===== src/hdl/pbat_pkg.sv =====
package pbat_pkg;

    localparam int DEPTH_DEF = 16;
    localparam int BUDGET_W = 5;
    localparam logic [BUDGET_W-1:0] BUDGET_RST = 5'd16;

    localparam logic [7:0] MIN_SPLINE_POINTS = 8'd2;
    localparam logic [7:0] MAX_SPLINE_POINTS = 8'd16;

    localparam logic [1:0] OP_ADD = 2'd0;
    localparam logic [1:0] OP_REMOVE = 2'd1;
    localparam logic [1:0] OP_ADVANCE = 2'd2;
    localparam logic [1:0] OP_UNUSED = 2'd3;

    localparam logic [1:0] ST_OK = 2'd0;
    localparam logic [1:0] ST_INVALID = 2'd1;
    localparam logic [1:0] ST_NOT_FOUND = 2'd2;
    localparam logic [1:0] ST_NO_ROOM = 2'd3;

    localparam logic [1:0] MODE_NONE = 2'd0;
    localparam logic [1:0] MODE_VICTIM = 2'd1;
    localparam logic [1:0] MODE_FIND = 2'd2;
    localparam logic [1:0] MODE_AGE = 2'd3;

    typedef struct packed {
        logic [31:0] id;
        logic [7:0]  pri;
        logic [31:0] age;
        logic [31:0] life;
        logic [15:0] handle;
    } t_slot;

    typedef struct packed {
        logic       load;
        logic       scan_start;
        logic [1:0] mode;
        logic       evict;
        logic       commit;
        logic       set_st;
        logic [1:0] st_val;
        logic       out_load;
    } t_cmd;

    typedef struct packed {
        logic [1:0] op;
        logic       add_ok;
        logic       need_evict;
        logic       scan_done;
    } t_sts;

endpackage


===== src/hdl/pbat_ram.sv =====
module pbat_ram #(
    parameter int WIDTH = 8,
    parameter int DEPTH = 16
) (
    input  logic                     i_clk,
    input  logic                     i_we,
    input  logic [$clog2(DEPTH)-1:0] i_waddr,
    input  logic [WIDTH-1:0]         i_wdata,
    input  logic                     i_re,
    input  logic [$clog2(DEPTH)-1:0] i_raddr,
    output logic [WIDTH-1:0]         o_rdata
);

    logic [WIDTH-1:0] r_mem [DEPTH];
    logic [WIDTH-1:0] r_rdata;

    always_ff @(posedge i_clk) begin
        if (i_we) begin
            r_mem[i_waddr] <= i_wdata;
        end
        if (i_re) begin
            r_rdata <= r_mem[i_raddr];
        end
    end

    assign o_rdata = r_rdata;

endmodule


===== src/hdl/pbat_ctrl.sv =====
module pbat_ctrl (
    input  logic            i_clk,
    input  logic            i_rst_n,
    input  logic            i_in_valid,
    output logic            o_in_ready,
    output logic            o_out_valid,
    input  logic            i_out_ready,
    input  pbat_pkg::t_sts  i_sts,
    output pbat_pkg::t_cmd  o_cmd
);

    localparam logic [3:0] S_IDLE = 4'd0;
    localparam logic [3:0] S_ENF = 4'd1;
    localparam logic [3:0] S_VSCAN = 4'd2;
    localparam logic [3:0] S_EVICT = 4'd3;
    localparam logic [3:0] S_DISP = 4'd4;
    localparam logic [3:0] S_FSCAN = 4'd5;
    localparam logic [3:0] S_COMMIT = 4'd6;
    localparam logic [3:0] S_ASCAN = 4'd7;
    localparam logic [3:0] S_DONE = 4'd8;

    logic [3:0] r_state, n_state;
    logic       r_post, n_post;
    logic       r_out_vld, n_out_vld;

    always_comb begin
        n_state = r_state;
        n_post = r_post;
        n_out_vld = r_out_vld;
        o_cmd = '0;
        if (r_out_vld && i_out_ready) begin
            n_out_vld = 1'b0;
        end
        unique case (r_state)
            S_IDLE: begin
                if (i_in_valid) begin
                    o_cmd.load = 1'b1;
                    n_post = 1'b0;
                    n_state = S_ENF;
                end
            end
            S_ENF: begin
                if (i_sts.need_evict) begin
                    o_cmd.scan_start = 1'b1;
                    n_state = S_VSCAN;
                end else if (r_post) begin
                    n_state = S_DONE;
                end else begin
                    n_state = S_DISP;
                end
            end
            S_VSCAN: begin
                o_cmd.mode = pbat_pkg::MODE_VICTIM;
                if (i_sts.scan_done) begin
                    n_state = S_EVICT;
                end
            end
            S_EVICT: begin
                o_cmd.evict = 1'b1;
                n_state = S_ENF;
            end
            S_DISP: begin
                n_post = 1'b1;
                unique case (i_sts.op)
                    pbat_pkg::OP_ADD: begin
                        if (i_sts.add_ok) begin
                            o_cmd.scan_start = 1'b1;
                            n_state = S_FSCAN;
                        end else begin
                            o_cmd.set_st = 1'b1;
                            o_cmd.st_val = pbat_pkg::ST_INVALID;
                            n_state = S_ENF;
                        end
                    end
                    pbat_pkg::OP_REMOVE: begin
                        o_cmd.scan_start = 1'b1;
                        n_state = S_FSCAN;
                    end
                    pbat_pkg::OP_ADVANCE: begin
                        o_cmd.scan_start = 1'b1;
                        o_cmd.set_st = 1'b1;
                        o_cmd.st_val = pbat_pkg::ST_OK;
                        n_state = S_ASCAN;
                    end
                    pbat_pkg::OP_UNUSED: begin
                        o_cmd.set_st = 1'b1;
                        o_cmd.st_val = pbat_pkg::ST_INVALID;
                        n_state = S_ENF;
                    end
                    default: begin
                        n_state = S_ENF;
                    end
                endcase
            end
            S_FSCAN: begin
                o_cmd.mode = pbat_pkg::MODE_FIND;
                if (i_sts.scan_done) begin
                    n_state = S_COMMIT;
                end
            end
            S_COMMIT: begin
                o_cmd.commit = 1'b1;
                n_state = S_ENF;
            end
            S_ASCAN: begin
                o_cmd.mode = pbat_pkg::MODE_AGE;
                if (i_sts.scan_done) begin
                    n_state = S_ENF;
                end
            end
            S_DONE: begin
                if (!r_out_vld || i_out_ready) begin
                    o_cmd.out_load = 1'b1;
                    n_out_vld = 1'b1;
                    n_state = S_IDLE;
                end
            end
            default: begin
                n_state = S_IDLE;
            end
        endcase
    end

    always_ff @(posedge i_clk) begin
        if (!i_rst_n) begin
            r_state <= S_IDLE;
            r_post <= 1'b0;
            r_out_vld <= 1'b0;
        end else begin
            r_state <= n_state;
            r_post <= n_post;
            r_out_vld <= n_out_vld;
        end
    end

    assign o_in_ready = (r_state == S_IDLE);
    assign o_out_valid = r_out_vld;

    a_scan_done_in_scan: assert property (@(posedge i_clk) disable iff (!i_rst_n)
        i_sts.scan_done |-> (r_state == S_VSCAN || r_state == S_FSCAN || r_state == S_ASCAN))
        else $error("scan finished outside a scan state");

    a_evict_rechecks: assert property (@(posedge i_clk) disable iff (!i_rst_n)
        (r_state == S_EVICT) |=> (r_state == S_ENF))
        else $error("eviction not followed by budget recheck");

    a_result_held: assert property (@(posedge i_clk) disable iff (!i_rst_n)
        (r_out_vld && !i_out_ready) |=> r_out_vld)
        else $error("result dropped before it was taken");

endmodule


===== src/hdl/pbat_dpath.sv =====
module pbat_dpath #(
    parameter int DEPTH = pbat_pkg::DEPTH_DEF
) (
    input  logic                            i_clk,
    input  logic                            i_rst_n,
    input  logic                            i_cfg_we,
    input  logic [pbat_pkg::BUDGET_W-1:0]   i_cfg_data,
    input  logic [1:0]                      i_op,
    input  logic [31:0]                     i_source_id,
    input  logic [7:0]                      i_priority_req,
    input  logic [31:0]                     i_lifetime_ms,
    input  logic [31:0]                     i_start_age_ms,
    input  logic signed [15:0]              i_volume_radius,
    input  logic                            i_is_spline,
    input  logic [7:0]                      i_spline_points,
    input  logic [15:0]                     i_payload_handle,
    input  logic [31:0]                     i_elapsed_ms,
    input  pbat_pkg::t_cmd                  i_cmd,
    output pbat_pkg::t_sts                  o_sts,
    output logic [1:0]                      o_status,
    output logic [$clog2(DEPTH+1)-1:0]      o_live_count,
    output logic [31:0]                     o_dropped_total,
    output logic [31:0]                     o_last_dropped_id
);

    localparam int IW = $clog2(DEPTH);
    localparam int CW = $clog2(DEPTH + 1);
    localparam int CMPW = (CW > pbat_pkg::BUDGET_W) ? CW : pbat_pkg::BUDGET_W;
    localparam logic [IW-1:0] LAST_IDX = IW'(DEPTH - 1);

    logic [pbat_pkg::BUDGET_W-1:0] r_budget;
    logic [DEPTH-1:0]              r_valid, n_valid;
    logic [CW-1:0]                 r_count, n_count;
    logic [31:0]                   r_total, n_total;
    logic [31:0]                   r_last, n_last;
    logic [1:0]                    r_status, n_status;

    logic [1:0]        r_op;
    logic [31:0]       r_id;
    logic [7:0]        r_pri;
    logic [31:0]       r_life;
    logic [31:0]       r_age0;
    logic signed [15:0] r_radius;
    logic              r_spl;
    logic [7:0]        r_pts;
    logic [15:0]       r_handle;
    logic [31:0]       r_elapsed;

    logic          r_active;
    logic [IW-1:0] r_idx;
    logic          r_pvld;
    logic          r_plast;
    logic [IW-1:0] r_pidx;

    logic          r_vic_vld;
    logic [IW-1:0] r_vic_idx;
    logic [7:0]    r_vic_pri;
    logic [31:0]   r_vic_id;
    logic          r_hit;
    logic [IW-1:0] r_hit_idx;
    logic          r_free_vld;
    logic [IW-1:0] r_free_idx;

    logic [1:0]    r_o_status;
    logic [CW-1:0] r_o_count;
    logic [31:0]   r_o_total;
    logic [31:0]   r_o_last;

    pbat_pkg::t_slot rd_slot;
    pbat_pkg::t_slot wr_slot;
    logic [$bits(pbat_pkg::t_slot)-1:0] ram_rdata;
    logic            ram_we;
    logic [IW-1:0]   ram_waddr;

    logic        proc_valid;
    logic [32:0] age_sum;
    logic [31:0] age_sat;
    logic        expired;
    logic        better_victim;
    logic        add_write;

    assign rd_slot = pbat_pkg::t_slot'(ram_rdata);
    assign proc_valid = r_pvld && r_valid[r_pidx];

    // saturating age update
    assign age_sum = {1'b0, rd_slot.age} + {1'b0, r_elapsed};
    assign age_sat = age_sum[32] ? 32'hFFFF_FFFF : age_sum[31:0];
    assign expired = (rd_slot.life != 32'd0) && (age_sat >= rd_slot.life);

    assign better_victim = !r_vic_vld || (rd_slot.pri < r_vic_pri) ||
                           ((rd_slot.pri == r_vic_pri) && (rd_slot.id > r_vic_id));

    assign add_write = i_cmd.commit && (r_op == pbat_pkg::OP_ADD) && (r_hit || r_free_vld);

    always_comb begin
        ram_we = 1'b0;
        ram_waddr = r_pidx;
        wr_slot = rd_slot;
        if (i_cmd.mode == pbat_pkg::MODE_AGE && proc_valid) begin
            ram_we = 1'b1;
            wr_slot.age = age_sat;
        end else if (add_write) begin
            ram_we = 1'b1;
            ram_waddr = r_hit ? r_hit_idx : r_free_idx;
            wr_slot.id = r_id;
            wr_slot.pri = r_pri;
            wr_slot.age = r_age0;
            wr_slot.life = r_life;
            wr_slot.handle = r_handle;
        end
    end

    pbat_ram #(
        .WIDTH ($bits(pbat_pkg::t_slot)),
        .DEPTH (DEPTH)
    ) u_slot_ram (
        .i_clk   (i_clk),
        .i_we    (ram_we),
        .i_waddr (ram_waddr),
        .i_wdata (wr_slot),
        .i_re    (r_active),
        .i_raddr (r_idx),
        .o_rdata (ram_rdata)
    );

    // valid bits, count, drop counters and status
    always_comb begin
        n_valid = r_valid;
        n_count = r_count;
        n_total = r_total;
        n_last = r_last;
        n_status = r_status;
        if (i_cmd.set_st) begin
            n_status = i_cmd.st_val;
        end
        if (i_cmd.mode == pbat_pkg::MODE_AGE && proc_valid && expired) begin
            n_valid[r_pidx] = 1'b0;
            n_count = r_count - 1'b1;
        end else if (i_cmd.evict && r_vic_vld) begin
            n_valid[r_vic_idx] = 1'b0;
            n_count = r_count - 1'b1;
            n_total = r_total + 32'd1;
            n_last = r_vic_id;
        end else if (i_cmd.commit) begin
            if (r_op == pbat_pkg::OP_ADD) begin
                if (r_hit) begin
                    n_status = pbat_pkg::ST_OK;
                end else if (r_free_vld) begin
                    n_valid[r_free_idx] = 1'b1;
                    n_count = r_count + 1'b1;
                    n_status = pbat_pkg::ST_OK;
                end else begin
                    n_status = pbat_pkg::ST_NO_ROOM;
                end
            end else if (r_hit) begin
                n_valid[r_hit_idx] = 1'b0;
                n_count = r_count - 1'b1;
                n_status = pbat_pkg::ST_OK;
            end else begin
                n_status = pbat_pkg::ST_NOT_FOUND;
            end
        end
    end

    always_ff @(posedge i_clk) begin
        if (!i_rst_n) begin
            r_budget <= pbat_pkg::BUDGET_RST;
            r_valid <= '0;
            r_count <= '0;
            r_total <= '0;
            r_last <= '0;
            r_active <= 1'b0;
            r_pvld <= 1'b0;
        end else begin
            if (i_cfg_we) begin
                r_budget <= i_cfg_data;
            end
            r_valid <= n_valid;
            r_count <= n_count;
            r_total <= n_total;
            r_last <= n_last;
            if (i_cmd.scan_start) begin
                r_active <= 1'b1;
            end else if (r_active && r_idx == LAST_IDX) begin
                r_active <= 1'b0;
            end
            r_pvld <= r_active;
        end
    end

    always_ff @(posedge i_clk) begin
        r_status <= n_status;
        if (i_cmd.load) begin
            r_op <= i_op;
            r_id <= i_source_id;
            r_pri <= i_priority_req;
            r_life <= i_lifetime_ms;
            r_age0 <= i_start_age_ms;
            r_radius <= i_volume_radius;
            r_spl <= i_is_spline;
            r_pts <= i_spline_points;
            r_handle <= i_payload_handle;
            r_elapsed <= i_elapsed_ms;
        end
        if (i_cmd.scan_start) begin
            r_idx <= '0;
        end else if (r_active) begin
            r_idx <= r_idx + 1'b1;
        end
        r_pidx <= r_idx;
        r_plast <= r_active && (r_idx == LAST_IDX);
        if (i_cmd.scan_start) begin
            r_vic_vld <= 1'b0;
            r_hit <= 1'b0;
            r_free_vld <= 1'b0;
        end else if (r_pvld) begin
            if (i_cmd.mode == pbat_pkg::MODE_VICTIM && r_valid[r_pidx] && better_victim) begin
                r_vic_vld <= 1'b1;
                r_vic_idx <= r_pidx;
                r_vic_pri <= rd_slot.pri;
                r_vic_id <= rd_slot.id;
            end
            if (i_cmd.mode == pbat_pkg::MODE_FIND) begin
                if (r_valid[r_pidx] && rd_slot.id == r_id && !r_hit) begin
                    r_hit <= 1'b1;
                    r_hit_idx <= r_pidx;
                end
                if (!r_valid[r_pidx] && !r_free_vld) begin
                    r_free_vld <= 1'b1;
                    r_free_idx <= r_pidx;
                end
            end
        end
        if (i_cmd.out_load) begin
            r_o_status <= r_status;
            r_o_count <= r_count;
            r_o_total <= r_total;
            r_o_last <= r_last;
        end
    end

    assign o_sts.op = r_op;
    assign o_sts.add_ok = (r_id != 32'd0) && (r_radius > 16'sd0) &&
                          (!r_spl || ((r_pts >= pbat_pkg::MIN_SPLINE_POINTS) &&
                                      (r_pts <= pbat_pkg::MAX_SPLINE_POINTS)));
    assign o_sts.need_evict = (r_count != '0) && (CMPW'(r_count) > CMPW'(r_budget));
    assign o_sts.scan_done = r_pvld && r_plast;

    assign o_status = r_o_status;
    assign o_live_count = r_o_count;
    assign o_dropped_total = r_o_total;
    assign o_last_dropped_id = r_o_last;

    a_count_matches_valid: assert property (@(posedge i_clk) disable iff (!i_rst_n)
        $countones(r_valid) == int'(r_count))
        else $error("live count disagrees with valid bits");

    a_evict_has_victim: assert property (@(posedge i_clk) disable iff (!i_rst_n)
        i_cmd.evict |-> r_vic_vld)
        else $error("eviction without a victim");

    a_evict_counts: assert property (@(posedge i_clk) disable iff (!i_rst_n)
        i_cmd.evict |=> (r_total == $past(r_total) + 32'd1) &&
                        (r_count == $past(r_count) - 1'b1))
        else $error("eviction did not update counters");

endmodule


===== src/hdl/priority_bounded_aging_table_unit.sv =====
// sequence: add and remove run a find scan, advance an age scan, a rejected add or an unused
// op no scan; each eviction runs a victim scan first
// throughput: one request at a time; the next request is taken in the cycle after the
// result is loaded, later while the previous result has not been taken
// reset: synchronous, active low; clears valid bits, live count, drop total, last dropped
// id and result valid, and sets the budget to 16; the slot memory is not cleared
module priority_bounded_aging_table_unit #(
    parameter int DEPTH = pbat_pkg::DEPTH_DEF
) (
    input  logic                          i_clk,
    input  logic                          i_rst_n,
    input  logic                          i_cfg_we,
    input  logic [pbat_pkg::BUDGET_W-1:0] i_cfg_data,
    input  logic                          i_in_valid,
    output logic                          o_in_ready,
    input  logic [1:0]                    i_op,
    input  logic [31:0]                   i_source_id,
    input  logic [7:0]                    i_priority_req,
    input  logic [31:0]                   i_lifetime_ms,
    input  logic [31:0]                   i_start_age_ms,
    input  logic signed [15:0]            i_volume_radius,
    input  logic                          i_is_spline,
    input  logic [7:0]                    i_spline_points,
    input  logic [15:0]                   i_payload_handle,
    input  logic [31:0]                   i_elapsed_ms,
    output logic                          o_out_valid,
    input  logic                          i_out_ready,
    output logic [1:0]                    o_status,
    output logic [$clog2(DEPTH+1)-1:0]    o_live_count,
    output logic [31:0]                   o_dropped_total,
    output logic [31:0]                   o_last_dropped_id
);

    pbat_pkg::t_cmd cmd;
    pbat_pkg::t_sts sts;

    pbat_ctrl u_ctrl (
        .i_clk       (i_clk),
        .i_rst_n     (i_rst_n),
        .i_in_valid  (i_in_valid),
        .o_in_ready  (o_in_ready),
        .o_out_valid (o_out_valid),
        .i_out_ready (i_out_ready),
        .i_sts       (sts),
        .o_cmd       (cmd)
    );

    pbat_dpath #(
        .DEPTH (DEPTH)
    ) u_dpath (
        .i_clk             (i_clk),
        .i_rst_n           (i_rst_n),
        .i_cfg_we          (i_cfg_we),
        .i_cfg_data        (i_cfg_data),
        .i_op              (i_op),
        .i_source_id       (i_source_id),
        .i_priority_req    (i_priority_req),
        .i_lifetime_ms     (i_lifetime_ms),
        .i_start_age_ms    (i_start_age_ms),
        .i_volume_radius   (i_volume_radius),
        .i_is_spline       (i_is_spline),
        .i_spline_points   (i_spline_points),
        .i_payload_handle  (i_payload_handle),
        .i_elapsed_ms      (i_elapsed_ms),
        .i_cmd             (cmd),
        .o_sts             (sts),
        .o_status          (o_status),
        .o_live_count      (o_live_count),
        .o_dropped_total   (o_dropped_total),
        .o_last_dropped_id (o_last_dropped_id)
    );

endmodule


===== config.mk =====
export PLATFORM = sky130hd
export DESIGN_NAME = priority_bounded_aging_table_unit
export DESIGN_NICKNAME = d
export VERILOG_FILES = /design/src/hdl/pbat_pkg.sv /design/src/hdl/pbat_ram.sv /design/src/hdl/pbat_ctrl.sv /design/src/hdl/pbat_dpath.sv /design/src/hdl/priority_bounded_aging_table_unit.sv
export SDC_FILE = /design/constraint.sdc
export NUM_CORES = 2
export LEC_CHECK = 0
export ABC_AREA = 1
export BUFFER_PORTS_ARGS = -buffer_cell sky130_fd_sc_hd__buf_2
export CAP_MARGIN = 25
export CORE_MARGIN = 3
export CORE_UTILIZATION = 45
export DETAILED_ROUTE_END_ITERATION = 16
export SLEW_MARGIN = 20
export SYNTH_ARGS = -nofsm -noshare
export SYNTH_HDL_FRONTEND = slang
export SYNTH_SLANG_ARGS = --single-unit

===== constraint.sdc =====
create_clock -name i_clk -period 8.5 [get_ports i_clk]
set_clock_uncertainty 0.2 [all_clocks]
set_input_delay 1.275 -clock i_clk [delete_from_list [all_inputs] [get_ports i_clk]]
set_output_delay 1.275 -clock i_clk [all_outputs]
set_load 0.01 [all_outputs]

After elaboration in Yosys (flattened, before gate mapping)
Memories as Yosys holds them, arrays and structs flattened. A register that Yosys moved wholly into a read port is not among the register bits.
Index checks and enable logic that the tools add are counted.

word-level totals
  register bits after elaboration = 414
  memory bits (writable) = 1920
  input bits = 189
  output and inout bits = 73
  logic and storage cells = 221
  memories kept = 1

cells by class
  add/sub/neg operators = 5
  $lt $le $gt $ge = 15
  eq/ne operators = 23
  multiplexer cells = 75
  bitwise gates (word level) = 9
  reductions and logical operators = 57

memory list
  name                      depth  width  rd ports  clocked after memory_dff  wr ports  RTL line        text
  u_dpath.u_slot_ram.r_mem  16     120    1         1                         1         pbat_ram.sv:14  logic [WIDTH-1:0] r_mem [DEPTH];

operator list
  cell                                                                number
  2-to-1 mux 120 bit                                                  1
  2-to-1 mux 16 bit                                                   7
  2-to-1 mux 32 bit                                                   2
  nonzero test 32 bit                                                 2
  bitwise AND 16 bit                                                  3
  2-to-1 mux 48 bit                                                   1
  NOT 16 bit                                                          3
  2-to-1 mux 4 bit                                                    10
  2-to-1 mux 40 bit                                                   1
  2-to-1 mux 5 bit                                                    7
  adder 32 x 32 -> 33 bit                                             1
  adder 32 x 1 -> 32 bit (second input constant)                      1
  == test 32 bit                                                      1
  greater-or-equal comparator 32 bit                                  1
  greater-than comparator 32 bit                                      1
  case mux 4 bit (8 select lines)                                     1
  logical AND 1 bit                                                   24
  2-to-1 mux 1 bit                                                    23
  < comparator 4 x 5 -> 1 bit (second input constant)                 4
  demux 1 bit (select 4 bit)                                          4
  == test 4 x 3 -> 1 bit (second input constant)                      4
  greater-or-equal comparator 4 x 1 -> 1 bit (second input constant)  4
  greater-than comparator 16 x 1 -> 1 bit (second input constant)     1
  2-to-1 mux 2 bit                                                    8
  37 further kinds                                                    69

Longest topological paths before layout
  depth after elaboration = 11
  gate-level depth with buffers = 28
  mapped depth without buffers = 26

By module
A second synthesis with hierarchy kept.

second synthesis, totals
  cells, all modules = 10383
  area, all modules = 107451.8 µm²

modules (own cells, without submodules)
  module      instances  cells each  area an instance (µm²)  seq. area each (µm²)
  pbat_ram    1          7870        85558.3                 61258.8
  pbat_dpath  1          2416        21312.9                 11190.7
  pbat_ctrl   1          97          580.6                   120.1

Worst setup path after synthesis
OpenSTA, ideal clock, no wires.

  kind = input-to-reg
  from = input port i_in_valid
  to = register u_dpath.r_age0[0], enable pin
  library setup time = 0.688 ns
  arrival = 8.059 ns
  required time = 7.612 ns
  setup slack = -0.447 ns
  stages = 2
  buffers on the path = 0
  cells stage by stage = inv_1 nor2_1

RTL lines
  what                    RTL line                                 text
  start: declaration      priority_bounded_aging_table_unit.sv:14  input logic i_in_valid,
  end signal: assignment  pbat_dpath.sv:198                        r_age0 <= i_start_age_ms;
  end: declaration        pbat_dpath.sv:42                         logic [31:0] r_age0;

Worst setup path after layout
  from = register u_dpath.u_slot_ram.r_rdata[48], in the netlist u_dpath.u_slot_ram.o_rdata[48], read port of u_dpath.u_slot_ram.r_mem
  to = register u_dpath.r_count[2]

on the way
  word-level cells in the longest chain between the ends = 7
  elaborated cells between the ends (all ways) = 11
  those cells by class = add/sub: 1; order compare: 1; eq/ne: 1; mux: 2; reduce/logical: 6

RTL lines
  what                                                            RTL line           text
  start: declaration                                              pbat_ram.sv:15     logic [WIDTH-1:0] r_rdata;
  adder 32 x 32 -> 33 bit (*)                                     pbat_dpath.sv:86   assign age_sum = {1'b0, rd_slot.age} + {1'b0, r_elapsed};
  2-to-1 mux 32 bit (*)                                           pbat_dpath.sv:87   assign age_sat = age_sum[32] ? 32'hFFFF_FFFF : age_sum[31:0];
  greater-or-equal comparator 32 bit (*)                          pbat_dpath.sv:88   assign expired = (rd_slot.life != 32'd0) && (age_sat >= rd_slot.life);
  logical AND 1 bit (*)                                           pbat_dpath.sv:88
  logical AND 1 bit (*)                                           pbat_dpath.sv:136  if (i_cmd.mode == pbat_pkg::MODE_AGE && proc_valid && expired) begin
  inequality test 4 bit (no source line) (tied with other cells)  n/a
  AND reduction 4 bit (no source line)                            n/a
  end signal: assignment                                          pbat_dpath.sv:179  r_count <= n_count;
  end: declaration                                                pbat_dpath.sv:33   logic [CW-1:0] r_count, n_count;

Every way passes the cells marked *; elsewhere a longest branch is shown, timed or not.
A chain may end at the register's enable or synchronous reset.

==> summary.md <==
| Metric | Value |
|---|---|
| Most used flip-flop cell after synthesis | edfxtp_1 |
| Wirelength per Cell | 24.5 µm |
| Distinct cells, synth | 55 |
| Max Root-Sink Buffers | 3 |
| Final Hold Fails | 0 |
| Peak VDD IR | 0.000454 V |
| Slew HR | 9.86% |
| Vias per inst | 5.78 |
| Global route overflow | 0 |
| Largest net degree at the start of global routing | 233 |
| YS warnings | 0 |
| Mapped Area | 87800 µm² |
| Port Buffer Count | 245 |
| Final Net Count | 7520 |
| CTS Buf Count | 217 |
| Number of synthesized flops with an enable pin | 2054 |
| F_max | 0.170 GHz |
| Critical path peak fanout | 54 |
| Slew @ Worst Pin | 1350 ps |
| Antenna violations before repair | 4 |
| Initial DRT Pass Iterations | 8 |
| Root Driver | clkbuf_16 |
| Dpl ws | 2420 ps |
| TritonCTS clock tree | done |
| Initial DRC Count | 6233 |
| Post-CTS Setup Bufs | 0 |
| GPL Wtd Cong | 0.914 |
| Initial core utilization | 45.4% |
| Sequential element share of the synthesized area | 72.8% |
| Post-route ant nets | 0 |
| Worst Setup Start Kind | register |
| Static Leak | 0.0335 µW |
| Synthesis-stage register bit count | 2166 |
| Die Y | 448 µm |
| Post-DP HPWL | 131000 µm |
| P&R area growth vs syn | 13.2% |
| Final Setup Violations | 0 |
| Clock Pin Slew Worst Setup and Hold Paths | 60 ps |
| Pwr dens | 303 nW/µm² |
| Detailed-route DRC error count | 0 |
| Critical path class | reg2reg |
| Rows | 161 |
| Tot GR Track Use | 23.8% |
| Number of global-route vias before repair | 54787 |
| Outcome | finished clean |
| Mapped Avg Cell Area | 12.5 µm² |
| Max-Cap Viols | 0 |
| Hold Path Class | reg2reg |
| Die width | 448 µm |
| CP Capture Type | register |
| First-pass GRT wire length | 357000 µm |
| Worst EP required | 9080 ps |
| Fin crit period | 5880 ps |
| H-tree Lvls | 4 |
| Post-CTS resize count | 0 |
| Hold bufs inserted after CTS | 0 |
| Fraction of registers with async set/reset | 0% |
| CTS sink cnt | 2166 |
| Setup TNS Final | 0 ps |
| Setup WS post-layout | 2620 ps |
| Share of layout cells above drive strength 1 | 10.3% |
| IO Pins | 262 |
| Pins over their slew limit | 0 |
| Core box area | 193000 µm² |
| Synth Instances | 7012 |
| Die ar. | 200000 µm² |
| Vias | 57412 |
| Clock insertion delay at the later pin of the skew report | 850 ps |
| Post-synth net total | 7322 |
| Post-route clock period utilization | 69.2% |
| WP data arrival | 6460 ps |
| WL final | 243000 µm |
| RSZ-0062 raised after global routing | false |
## cell usage after synthesis (all sizes together) (53+ instances only)
library cell / instances / area (µm²)
o221ai: 172 / 1510
nand2: 700 / 2650
o21ai: 1020 / 5100
buf: 77 / 407
nand3: 266 / 1360
dfxtp: 112 / 2240
a21oi: 209 / 1060
o22ai: 245 / 1530
nor2: 1080 / 4070
edfxtp: 2054 / 61700
nand4: 53 / 332
clkbuf: 326 / 1220
inv: 331 / 1240
ha: 120 / 1500
## cells in the final DEF (no fill, tap or decap), drive strengths merged, types with 2 or more instances in the layout
| cell type | instances |
|---|---|
| xnor2 | 16 |
| a32oi | 32 |
| nand3b | 5 |
| o211ai | 42 |
| buf | 374 |
| mux2 | 11 |
| clkbuf | 292 |
| a211oi | 4 |
| nand4 | 53 |
| o221ai | 172 |
| inv | 335 |
| nor2 | 1080 |
| a22oi | 2 |
| dfxtp | 112 |
| o21ai | 1020 |
| nor3 | 41 |
| a21o | 8 |
| or2 | 7 |
| ha | 120 |
| a31oi | 12 |
| a21oi | 209 |
| o21bai | 9 |
| nor3b | 3 |
| diode | 6 |
| xor2 | 23 |
| bufinv | 16 |
| edfxtp | 2054 |
| a21boi | 2 |
| nor4 | 14 |
| o22ai | 245 |
| clkinv | 92 |
| nand3 | 266 |
| o21a | 6 |
| clkinvlp | 8 |
| nand2 | 700 |
## worst max-delay path: stages (launching register included)
cell      delay (ps)
edfxtp_1         420
ha_1             250
fa_1             400
nand2_1          100
a21oi_1          130
a21oi_1          280
inv_1            130
nand2_1           80
nand2_1           90
nand3b_1          90
nand2_1          130
inv_1            450
buf_8            250
nand3_1          220
ha_1             360
a21oi_1          140
o21ai_0           90
nand2_1           70
nand2_1           50
a21oi_1          150
nand3_2          440
nand2_8          500
nand3_4          300
inv_2            280
nor2_1            80
nor2_1            90
## cell type report
class                      instances  area (µm²)
tap                             2526        3160
fill                           16289       93800
antenna                            6        15.0
clock buffer                     284        5860
timing repair buffer             382        2800
inverter                         333        1280
clock inverter                   118        1110
sequential                      2166       63900
multi-input combinational       4110       21200
## cells by family (layout without fill, tap and decap cells)
logic type,Yosys count,count (layout),share of synthesized area [%]
DFF,2166,2166,72.8
and+or+nand+nor,2171,2171,10.1
other,0,6,0
muxes,11,11,0.141
xor gates and xnor gates,39,39,0.389
adders and majority gates,121,121,1.73
buffers and inverters,736,1117,3.28
AOI/OAI and AO/OA,1768,1768,11.6
## routing by layer
metal  global-route usage [%]  vias up  share of wire [%]
li1                         -    26202                  -
met1                     33.2    28620                 42
met2                     39.0     2216                 48
met3                     3.29      372                7.1
met4                     7.08        2                2.7
met5                        0        -             0.0066
## power by group
group | switching (µW) | total, µW | internal, µW
logic | 5620 | 7870 | 2250
registers | 443 | 12900 | 12400
clock network | 4030 | 9370 | 5340
total | 10100 | 30100 | 20000
## per-stage QoR
step,cells,instance area (µm²),utilization (%),hold slack (ps),total power [µW]
floorplan,7012,87800,-,129,18200
global placement,9494,92000,47.6,212,20700
detailed placement,9499,92100,47.7,208,20800
CTS,9901,99100,51.3,216,30200
global route,9919,99400,51.4,225,31600
finish,9925,99400,51.4,220,30100
## registers in the layout, summed over array words and instances, names as in the netlist, 8 cells and up
signal / flops
u_dpath.r_life: 32
u_dpath.u_slot_ram.o_rdata: 104
u_dpath.r_pri: 8
u_dpath.o_last_dropped_id: 32
u_dpath.r_vic_pri: 8
u_dpath.r_valid: 16
u_dpath.o_dropped_total: 32
u_dpath.r_vic_id: 32
u_dpath.r_total: 32
u_dpath.r_radius: 16
u_dpath.r_elapsed: 32
u_dpath.r_age0: 32
u_dpath.r_id: 32
u_dpath.r_last: 32
u_dpath.r_pts: 8
u_dpath.u_slot_ram.r_mem: 1664
## path summary, 6_finish.rpt
path / start / slack [ps] / endpoint / depth (start not counted)
worst max-delay path: u_dpath.u_slot_ram.o_rdata[48]$_DFFE_PP_ / 2620 / u_dpath.r_count[2]$_SDFFE_PN0P_ / 25
worst min-delay path: u_dpath.r_last[7]$_SDFFE_PN0P_ / 220 / u_dpath.o_last_dropped_id[7]$_DFFE_PP_ / 0
worst max register to register: u_dpath.u_slot_ram.o_rdata[48]$_DFFE_PP_ / 2620 / u_dpath.r_count[2]$_SDFFE_PN0P_ / 25
worst min register to register: u_dpath.r_last[7]$_SDFFE_PN0P_ / 220 / u_dpath.o_last_dropped_id[7]$_DFFE_PP_ / 0
Power figures use the tool's default switching activity.
